--- src/hw/rtl/lfa_pkg.sv ---
// Package for the lowest-free-id allocator: operation and status codes,
// controller states and the command/status structs between the two halves.
// Depends on nothing.
package lfa_pkg;

  // Operation codes carried by a request.
  typedef enum logic [2:0] {
    OP_ALLOC_NEXT = 3'd0,
    OP_ALLOC_AT   = 3'd1,
    OP_DUPLICATE  = 3'd2,
    OP_FREE       = 3'd3,
    OP_QUERY      = 3'd4,
    OP_CLEAR      = 3'd5
  } op_t;

  // Result status codes.
  typedef enum logic [2:0] {
    ST_OK      = 3'd0,
    ST_FULL    = 3'd1,
    ST_EXISTS  = 3'd2,
    ST_MISSING = 3'd3,
    ST_EMPTY   = 3'd4,
    ST_RANGE   = 3'd5
  } status_t;

  // Controller states.
  typedef enum logic [1:0] {
    S_IDLE,
    S_EXEC,
    S_SCAN,
    S_RESP
  } state_t;

  // Commands from the controller to the datapath.
  typedef struct packed {
    logic load;  // capture the request fields
    logic exec;  // apply the operation to the table
    logic scan;  // test one slot of the free-slot search
  } dp_cmd_t;

  // Status from the datapath back to the controller.
  typedef struct packed {
    logic need_scan;  // the lowest free slot was taken, a search must follow
    logic scan_hit;   // the search has settled the lowest free id
  } dp_sts_t;

endpackage

--- src/hw/rtl/lfa_ctrl.sv ---
// Controller for the lowest-free-id allocator: sequences capture, execution,
// the free-slot search and the result strobe.
// Depends on lfa_pkg.
module lfa_ctrl (
  input  logic             clk,
  input  logic             rst,
  input  logic             start,
  input  lfa_pkg::dp_sts_t sts,
  output lfa_pkg::dp_cmd_t cmd,
  output logic             busy,
  output logic             done
);
  import lfa_pkg::*;

  state_t state, state_next;

  // State register.
  always_ff @(posedge clk) begin
    if (rst) begin
      state <= S_IDLE;
    end else begin
      state <= state_next;
    end
  end

  // Next state and commands.
  always_comb begin
    state_next = state;
    cmd        = '0;
    busy       = 1'b1;
    done       = 1'b0;
    unique case (state)
      S_IDLE: begin
        busy = 1'b0;
        if (start) begin
          cmd.load   = 1'b1;
          state_next = S_EXEC;
        end
      end
      S_EXEC: begin
        cmd.exec   = 1'b1;
        state_next = sts.need_scan ? S_SCAN : S_RESP;
      end
      S_SCAN: begin
        cmd.scan = 1'b1;
        if (sts.scan_hit) begin
          state_next = S_RESP;
        end
      end
      S_RESP: begin
        done       = 1'b1;
        state_next = S_IDLE;
      end
      default: begin
        state_next = S_IDLE;
      end
    endcase
  end

endmodule

--- src/hw/rtl/lfa_datapath.sv ---
// Datapath for the lowest-free-id allocator: occupancy bitmap, item count,
// lowest free id, the search pointer and the result registers.
// Depends on lfa_pkg.
module lfa_datapath #(
  parameter int TABLE_SIZE = 64
) (
  input  logic             clk,
  input  logic             rst,
  input  lfa_pkg::dp_cmd_t cmd,
  output lfa_pkg::dp_sts_t sts,
  input  logic [2:0]       op,
  input  logic [7:0]       id,
  output logic [2:0]       status,
  output logic [5:0]       used_id,
  output logic             occupied,
  output logic [6:0]       item_count,
  output logic [5:0]       next_free,
  output logic             is_full
);
  import lfa_pkg::*;

  localparam int IW = (TABLE_SIZE > 1) ? $clog2(TABLE_SIZE) : 1;
  localparam int CW = $clog2(TABLE_SIZE + 1);

  // Table state.
  logic [TABLE_SIZE-1:0] slot_used;
  logic [CW-1:0]         used_count;
  logic [IW-1:0]         lowest_free;
  logic [CW-1:0]         scan_ptr;

  // Captured request and result registers.
  op_t           op_q;
  logic [7:0]    id_q;
  status_t       status_q;
  logic [IW-1:0] used_q;
  logic          occ_next_q;

  logic          in_range;
  logic [IW-1:0] id_idx;
  logic          id_bit;
  logic          full;
  logic          empty;
  logic          scan_end;
  logic [IW-1:0] scan_idx;
  logic [8:0]    used_wide;
  logic [8:0]    count_wide;
  logic [8:0]    lowest_wide;

  assign in_range = {1'b0, id_q} < 9'(TABLE_SIZE);
  assign id_idx   = id_q[IW-1:0];
  assign id_bit   = in_range && slot_used[id_idx];
  assign full     = used_count == CW'(TABLE_SIZE);
  assign empty    = used_count == '0;
  assign scan_end = scan_ptr >= CW'(TABLE_SIZE);
  assign scan_idx = scan_ptr[IW-1:0];

  // Decide before execution whether the lowest free slot is about to be taken.
  always_comb begin
    sts.need_scan = 1'b0;
    case (op_q)
      OP_ALLOC_NEXT: sts.need_scan = !full;
      OP_ALLOC_AT:   sts.need_scan = !full && in_range && !slot_used[id_idx]
                                     && (id_idx == lowest_free);
      OP_DUPLICATE:  sts.need_scan = !full && id_bit;
      default:       sts.need_scan = 1'b0;
    endcase
    sts.scan_hit = scan_end || !slot_used[scan_idx];
  end

  // Capture the request.
  always_ff @(posedge clk) begin
    if (cmd.load) begin
      op_q <= op_t'(op);
      id_q <= id;
    end
  end

  // Apply the operation, then walk upwards for the next free slot.
  always_ff @(posedge clk) begin
    if (rst) begin
      slot_used   <= '0;
      used_count  <= '0;
      lowest_free <= '0;
    end else if (cmd.exec) begin
      status_q   <= ST_OK;
      used_q     <= '0;
      occ_next_q <= 1'b0;
      scan_ptr   <= CW'(lowest_free) + CW'(1);
      case (op_q)
        OP_ALLOC_NEXT: begin
          if (full) begin
            status_q <= ST_FULL;
          end else begin
            slot_used[lowest_free] <= 1'b1;
            used_count             <= used_count + CW'(1);
            used_q                 <= lowest_free;
            occ_next_q             <= 1'b1;
          end
        end
        OP_ALLOC_AT: begin
          if (full) begin
            status_q <= ST_FULL;
          end else if (!in_range) begin
            status_q <= ST_RANGE;
          end else if (slot_used[id_idx]) begin
            status_q <= ST_EXISTS;
          end else begin
            slot_used[id_idx] <= 1'b1;
            used_count        <= used_count + CW'(1);
            used_q            <= id_idx;
          end
        end
        OP_DUPLICATE: begin
          if (full) begin
            status_q <= ST_FULL;
          end else if (!in_range) begin
            status_q <= ST_RANGE;
          end else if (!slot_used[id_idx]) begin
            status_q <= ST_MISSING;
          end else begin
            slot_used[lowest_free] <= 1'b1;
            used_count             <= used_count + CW'(1);
            used_q                 <= lowest_free;
          end
        end
        OP_FREE: begin
          if (empty) begin
            status_q <= ST_EMPTY;
          end else if (!in_range) begin
            status_q <= ST_RANGE;
          end else if (!slot_used[id_idx]) begin
            status_q <= ST_MISSING;
          end else begin
            slot_used[id_idx] <= 1'b0;
            used_count        <= used_count - CW'(1);
            used_q            <= id_idx;
            // A freed slot below the current lowest, or any freed slot of a full table, becomes the lowest.
            if (full || (id_idx < lowest_free)) begin
              lowest_free <= id_idx;
            end
          end
        end
        OP_QUERY: begin
          if (!in_range) begin
            status_q <= ST_RANGE;
          end
        end
        OP_CLEAR: begin
          slot_used   <= '0;
          used_count  <= '0;
          lowest_free <= '0;
        end
        default: begin
        end
      endcase
    end else if (cmd.scan) begin
      // One slot a cycle; past the end the table is full and the id reads 0.
      if (scan_end) begin
        lowest_free <= '0;
      end else if (!slot_used[scan_idx]) begin
        lowest_free <= scan_idx;
      end else begin
        scan_ptr <= scan_ptr + CW'(1);
      end
    end
  end

  // Result fields, held stable from the end of execution and any search until the strobe.
  assign used_wide   = 9'(used_q);
  assign count_wide  = 9'(used_count);
  assign lowest_wide = full ? 9'd0 : 9'(lowest_free);

  always_comb begin
    occupied = occ_next_q;
    case (op_q)
      OP_ALLOC_AT, OP_DUPLICATE, OP_FREE, OP_QUERY: occupied = id_bit;
      default:                                      occupied = occ_next_q;
    endcase
  end

  assign status     = status_q;
  assign used_id    = used_wide[5:0];
  assign item_count = count_wide[6:0];
  assign next_free  = lowest_wide[5:0];
  assign is_full    = full;

endmodule

--- src/hw/rtl/lowest_free_id_allocator.sv ---
// Channel   | Ports                                              | Handshake
// ----------+----------------------------------------------------+-------------------------
// request   | op, id                                             | start high, busy low
// result    | status, used_id, occupied, item_count, next_free,  | done high for one cycle
//           | is_full                                            |
//
// A request is captured, executed and then answered with the done strobe; when it takes
// the lowest free slot, a search comes before the strobe: it walks the occupancy bitmap
// upwards one slot a cycle, starting just above the old lowest free id.
// Reset is synchronous and empties the table; clear does the same.
// busy stays high from acceptance to the done strobe; the receiver cannot stall.
// Holds the top level, which joins lfa_ctrl and lfa_datapath; uses lfa_pkg.
module lowest_free_id_allocator #(
  parameter int TABLE_SIZE = 64
) (
  input  logic       clk,
  input  logic       rst,
  input  logic       start,
  output logic       busy,
  input  logic [2:0] op,
  input  logic [7:0] id,
  output logic       done,
  output logic [2:0] status,
  output logic [5:0] used_id,
  output logic       occupied,
  output logic [6:0] item_count,
  output logic [5:0] next_free,
  output logic       is_full
);
  import lfa_pkg::*;

  dp_cmd_t cmd;
  dp_sts_t sts;

  // Sequencer.
  lfa_ctrl u_ctrl (
    .clk   (clk),
    .rst   (rst),
    .start (start),
    .sts   (sts),
    .cmd   (cmd),
    .busy  (busy),
    .done  (done)
  );

  // Table and result registers.
  lfa_datapath #(
    .TABLE_SIZE (TABLE_SIZE)
  ) u_datapath (
    .clk        (clk),
    .rst        (rst),
    .cmd        (cmd),
    .sts        (sts),
    .op         (op),
    .id         (id),
    .status     (status),
    .used_id    (used_id),
    .occupied   (occupied),
    .item_count (item_count),
    .next_free  (next_free),
    .is_full    (is_full)
  );

endmodule

--- config.mk ---
export PLATFORM = sky130hd
export DESIGN_NAME = lowest_free_id_allocator
export DESIGN_NICKNAME = d
export VERILOG_FILES = /design/src/hw/rtl/lfa_pkg.sv /design/src/hw/rtl/lfa_ctrl.sv /design/src/hw/rtl/lfa_datapath.sv /design/src/hw/rtl/lowest_free_id_allocator.sv
export SDC_FILE = /design/constraint.sdc
export NUM_CORES = 1
export LEC_CHECK = 0
export BUFFER_PORTS_ARGS = -buffer_cell sky130_fd_sc_hd__buf_4
export CAP_MARGIN = 40
export CORE_MARGIN = 8
export CORE_UTILIZATION = 38
export CTS_BUF_LIST = sky130_fd_sc_hd__clkbuf_16
export CTS_CLUSTER_SIZE = 10
export DETAILED_ROUTE_END_ITERATION = 10
export PLACE_DENSITY = 0.62
export RECOVER_POWER = 100
export REMOVE_ABC_BUFFERS = 1
export SLEW_MARGIN = 30
export SYNTH_ARGS = -nofsm -noshare
export SYNTH_HDL_FRONTEND = slang
export SYNTH_HIERARCHICAL = 1
export SYNTH_SLANG_ARGS = --single-unit
--- constraint.sdc ---
create_clock -name clk -period 8.9 [get_ports clk]
set_input_delay 0.89 -clock clk [delete_from_list [all_inputs] [get_ports clk]]
set_output_delay 0.89 -clock clk [all_outputs]
set_load 0.02 [all_outputs]
==> summary.txt, run 1 <==
Layout
  – Synth-to-layout area growth: 9.54%
  – # nets final: 868
  – Non-Filler Instances: 1106
  – Ratio of cells with drive above 1 in the final layout: 0.131
  – Fin util: 0.423
  – ANT cells: 0

Logic synthesis
  – Post-synth EDFFs: 28
  – Post-synth top cells: 124 x nand2_1, 79 x dfxtp_1, 69 x a221o_1
  – Syn Inst Count: 826
  – Mapped Area: 7490 µm²
  – Synth area leaders: dfxtp_1 21%, edfxtp_1 11%, a221o_1 9.2%
  – Async SR Flop Fraction: 0
  – Syn. warnings: 6
  – Sequential share of the synthesized area: 0.323
  – Netlist cell types: 66
  – Post-Syn Area per Cell: 9.07 µm²
  – Ys flop type: dfxtp_1
  – Largest area contributor in the netlist: dfxtp_1
  – Most frequent cell after synthesis: nand2_1
  – Synth top area share: 0.211
  – Post-synthesis register bit count: 107

Timing
  – Setup violations, final: 0
  – Worst slew pin tran: 2.32 ns
  – Final Critical Period: 6.39 ns
  – Hold slack: 0.526 ns
  – Final Hold Fails: 0
  – Highest clock rate: 0.156 GHz
  – Setup TNS: 0 ns
  – Final period util: 0.718
  – Worst Skew: 0.00828 ns
  – Max-slew violations: 46
  – RSZ-0062 raised after global routing: no
  – Max-Slew Margin vs Limit: -0.544

Worst setup path
  – Crit Path Class: reg -> out
  – Crit path arrival time: 5.50 ns
  – Req. time, crit path: 8.01 ns
  – CP max FO: 45
  – Startpoint type of the worst setup path: flop
  – Critical Path End Type: output pin

Route
  – 1st-pass router iterations: 6
  – Detailed Route Iter0 Violations: 1052
  – WL final: 26600 µm
  – Drt via density: 6.61
  – Drt wl/cell: 24.1 µm
  – Detailed-route via count: 7310
  – Residual DRC: 0
  – Routed Antenna Nets: 0

GRT
  – Congestion Overflow GR: 0
  – Initial antenna violation count: 0
  – Vias in the first global route: 6954
  – Largest net degree at the start of global routing: 78
  – First-pass GRT wire length: 41500 µm
  – Total GRT Usage: 0.218

Power
  – Leak: 0.00283 µW
  – VDD IR max: 0.119 mV
  – PD cells: 230 nW/µm²
  – Total power: 1890 µW

CTS
  – Longest Clk Path Bufs: 2
  – Clock Pin Slew Worst Setup and Hold Paths: 0.07 ns
  – H-tree depth: 3
  – Post-CTS resize count: 0
  – Clock Tree Root: clkbuf_16
  – Hold_buf cts: 0
  – Clock Latency Late Sink: 0.36 ns
  – Setup bufs post-CTS: 0
  – Clock sink total: 107
  – TritonCTS clock tree: built
  – CTS Buf Count: 9

Run status
  – Status: complete, but fails checks
  – Failing checks: max-capacitance violations, max-slew violations

Place
  – PortBufs: 39
  – Final GP Congestion: 0.935
  – Post-Place Cells: 1086
  – DP HPWL: 17000 µm

Floorplan
  – DIE AREA: 24500 µm²
  – Ports: 40
  – # rows: 51
  – Core Area: 19400 µm²
  – Initial Util: 0.386
  – Die height: 156 µm
  – Die X: 156 µm

Flow run
  – Max-cap violations: 1

Min path
  – Worst min path class: reg -> reg
final timing paths:
path / depth (start not counted) / start / slack [ns] / to
max: 9 / u_datapath/id_q[0] / 2.51 / occupied
max reg2reg: 10 / u_datapath/id_q[0] / 2.77 / u_datapath/slot_used[62]
min: 2 / u_datapath/item_count[3] / 0.53 / u_datapath/item_count[3]
min reg2reg: 2 / u_datapath/item_count[3] / 0.53 / u_datapath/item_count[3]
placed cells by master, fill, tap and decap left out, drive strengths merged, types with 9 or more instances in the layout:
cell / count
o21ai: 66
nand3: 15
nand2: 124
mux4: 24
dfxtp: 79
clkbuf: 49
nor3: 34
a221o: 69
a22o: 9
buf: 31
edfxtp: 28
nor2b: 12
a21oi: 17
nor2: 35
nand2b: 14
inv: 27
mux2i: 13
mux2: 11
ha: 17
a32o: 65
logic make-up (layout without fill, tap and decap cells):
logic type | after synthesis | count (layout) | synth area share
adder cells (fa/ha/maj) | 18 | 18 | 0.0311
multiplexers | 48 | 48 | 0.106
AO/OA/AOI/OAI | 275 | 275 | 0.301
flip-flops | 107 | 107 | 0.323
buffers and inverters | 98 | 113 | 0.0563
XOR/XNOR | 10 | 10 | 0.0117
AND/OR/NAND/NOR | 270 | 270 | 0.170
final cells by class:
| type | count | area (µm²) |
|---|---|---|
| fill | 1968 | 11200 |
| clock buffer | 9 | 225 |
| multi-input combinational | 621 | 4670 |
| inverter | 26 | 97.6 |
| clock inverter | 7 | 36.3 |
| sequential | 107 | 2420 |
| tap | 265 | 332 |
| timing repair buffer | 71 | 419 |
worst max-delay path, stage by stage (launching register included):
cell and delay (ns):
edfxtp_1 0.32, clkbuf_1 1.65, clkinv_1 0.81, and2_1 0.61, a22oi_1 0.25, o221ai_1 0.23, nor3_1 0.64, nor3_1 0.15
mux2_2 0.31, clkbuf_1 0.17
routing by layer:
metal	track usage	routed length, µm	up-vias
li1	-	-	3261
met1	0.298	11200	3529
met2	0.325	11800	438
met3	0.0405	2530	82
met4	0.109	1090	0
met5	0	0	-
registers in the layout, indices dropped and copies added, names as in the netlist:
register                flops
u_datapath/slot_used       64
u_datapath/lowest_free      6
u_datapath/item_count       7
u_datapath/op_q             3
u_datapath/status           3
u_datapath/scan_ptr         7
u_datapath/used_id          6
u_datapath/occ_next_q       1
u_ctrl/state                2
u_datapath/id_q             8
stage by stage:
step,cell area (µm²),setup WS [ns]
global route,8200,2.11
floorplan,7160,3.10
finish,8200,2.51
CTS,8300,4.25
global placement,7940,4.70
detailed placement,8040,4.67
where the power goes:
| group | switching, µW | leakage, µW | total (µW) | internal (µW) |
|---|---|---|---|---|
| Combinational | 581 | 0.00179 | 859 | 278 |
| Sequential | 88.7 | 0.000901 | 654 | 566 |
| Clock | 189 | 0.000140 | 376 | 187 |
Note: power is estimated with default switching activity, not from simulation.
==> run 2: changes to the inputs <==
clock period = 6.27 ns   (was 8.9 ns; I/O delays follow)
==> run 2 against run 1 <==
The run now ends clean. Global-route usage up 0.12 points. Cell area increased by 2.2%. Combinational power up 42%. Largest cell class unchanged. Highest routed layer unchanged.
==> summary.txt, run 2 (synthesized netlist as in run 1, its figures left out) <==
Run status
  – Status: finished, final reports clean

GRT
  – Vias in the first global route: 6933 (-0.30%)
  – Total GRT Usage: 0.220 (+0.00121)
  – Largest net degree at the start of global routing: 78 (unchanged)
  – Congestion Overflow GR: 0 (unchanged)
  – First-pass GRT wire length: 41800 µm (+0.70%)
  – Initial antenna violation count: 0 (unchanged)

Timing
  – Setup TNS: 0 ns (unchanged)
  – Final Critical Period: 5.17 ns
  – RSZ-0062 raised after global routing: no
  – Hold slack: 0.459 ns (-0.0666 ns)
  – Highest clock rate: 0.193 GHz
  – Max-Slew Margin vs Limit: 0.211 (+0.755)
  – Worst slew pin tran: 1.18 ns (-1.13 ns)
  – Final Hold Fails: 0 (unchanged)
  – Max-slew violations: 0 (-100%)
  – Final period util: 0.824
  – Worst Skew: 0.00668 ns (-0.00160 ns)
  – Setup violations, final: 0 (unchanged)

Power
  – Switching power: 1240 µW (+45%)
  – Internal: 1610 µW (+56%)
  – Combinational Power Share: 0.428 (-0.026)
  – Sw Ratio: 0.436 (-0.0182)
  – VDD IR max: 0.158 mV (+32%)
  – Clock Power Share: 0.234 (+0.035)
  – Total power: 2850 µW (+51%)
  – Sequential Power Share: 0.338 (-0.008)
  – Leak: 0.00290 µW (+2.4%)
  – PD cells: 340 nW/µm² (+48%)

Layout
  – ANT cells: 0 (unchanged)
  – Top flop regs: u_datapath/slot_used (64), u_datapath/id_q (8)
  – # nets final: 874 (+0.69%)
  – Fin util: 0.432 (+0.00929)
  – Ratio of cells with drive above 1 in the final layout: 0.140 (+0.00970)
  – Top reg by flops: u_datapath/slot_used
  – Commonest non-fill, non-tap cell in the layout: nand2_1
  – Max reg flops: 64 (unchanged)
  – Synth-to-layout area growth: 11.9%
  – Most frequent cells in the layout: 124 x nand2_1, 79 x dfxtp_1, 69 x a221o_1, 65 x a32o_1, 60 x o21ai_0

Flow run
  – Max-cap violations: 0 (-1)

CTS
  – Setup bufs post-CTS: 0 (unchanged)
  – H-tree depth: 3 (unchanged)
  – Hold_buf cts: 0 (unchanged)
  – Longest Clk Path Bufs: 2 (unchanged)
  – Clock sink total: 107 (unchanged)
  – CTS Buf Count: 9 (unchanged)
  – TritonCTS clock tree: built
  – Post-CTS resize count: 0 (unchanged)
  – Clock Pin Slew Worst Setup and Hold Paths: 0.08 ns (about the same)
  – Clock Tree Root: clkbuf_16
  – Clock Latency Late Sink: 0.36 ns (about the same)

Worst setup path
  – Crit Path Class: reg -> out
  – Req. time, crit path: 5.64 ns (-2.37 ns)
  – CP max FO: 17 (-62%)
  – WP buf/inv: 2 (-1)
  – Critical-path top delay cell: and2_0
  – Crit path arrival time: 4.54 ns (-0.96 ns)
  – Startpoint type of the worst setup path: flop
  – Slowest stage delay, CP: 0.95 ns (-0.70 ns)
  – Largest delay share family, worst path: simple AND/OR/NAND/NOR gates
  – Crit path cell chain: clkbuf_1 > nor2b_1 > and2_0 > a22oi_1 > o221ai_1 > nor3_1 > nor3_1 > mux2_2 > clkbuf_1
  – Critical Path End Type: output pin

Floorplan
  – Die X: 156 µm (unchanged)
  – Initial Util: 0.386 (unchanged)
  – DIE AREA: 24500 µm² (unchanged)
  – Ports: 40 (unchanged)
  – # rows: 51 (unchanged)
  – Die height: 156 µm (unchanged)
  – Core Area: 19400 µm² (unchanged)

Place
  – DP HPWL: 17900 µm (+5.6%)
  – PortBufs: 39 (unchanged)
  – Final GP Congestion: 0.936 (about the same)

Route
  – Drt wl/cell: 24.6 µm (+2.0%)
  – Routed Antenna Nets: 0 (unchanged)
  – 1st-pass router iterations: 5 (-1)
  – WL final: 27300 µm (+2.6%)
  – Detailed-route via count: 7469 (+2.2%)
  – WL met3: 2870 µm (+14%)
  – Drt via density: 6.72 (+1.6%)
  – Residual DRC: 0 (unchanged)
  – DR WL met2: 12100 µm (+1.8%)
  – Uppermost layer routed: met4
  – Detailed Route Iter0 Violations: 952 (-9.5%)
  – M1 WL: 11300 µm (+0.79%)

Min path
  – Worst min path class: in -> reg
run 2: stage by stage:
step                area [µm²]  setup slack (ns)  instances
floorplan                 7160             0.467        754
global placement          7970              1.88       1078
detailed placement        8100              1.89       1093
CTS                       8450              1.58       1109
global route              8380             0.876       1112
finish                    8380              1.10       1112
run 2: area by class of cell:
cell class	count	area, µm²
Sequential cell	107	2420
Fill cell	1983	11000
Clock inverter	7	116
Clock buffer	9	225
Inverter	26	97.6
Tap cell	265	332
Multi-Input combinational cell	621	4680
Timing Repair Buffer	77	509
run 2: final timing paths:
path | slack (ns) | cells past startpoint | from | endpoint
max reg2reg | 1.18 | 10 | u_datapath/id_q[2] | u_datapath/slot_used[1]
max | 1.10 | 9 | u_datapath/id_q[2] | occupied
min | 0.46 | 1 | id[1] | u_datapath/id_q[1]
min reg2reg | 0.51 | 2 | u_datapath/item_count[4] | u_datapath/item_count[4]
run 2: layer usage:
layer  vias up  track usage
met5         -            0
met4         0        0.108
met3        94       0.0576
met2       471        0.323
met1      3634        0.293
li1       3270            -
run 2: power by group through the flow:
| stage | Sequential, µW | Clock, µW | Combinational [µW] |
|---|---|---|---|
| 2_1_floorplan | 959 | 0 | 718 |
| 3_3_place_gp | 970 | 0 | 1170 |
| 3_5_place_dp | 972 | 0 | 1210 |
| 4_1_cts | 957 | 678 | 1210 |
| 5_1_grt | 972 | 701 | 1300 |
| 6_report | 964 | 665 | 1220 |
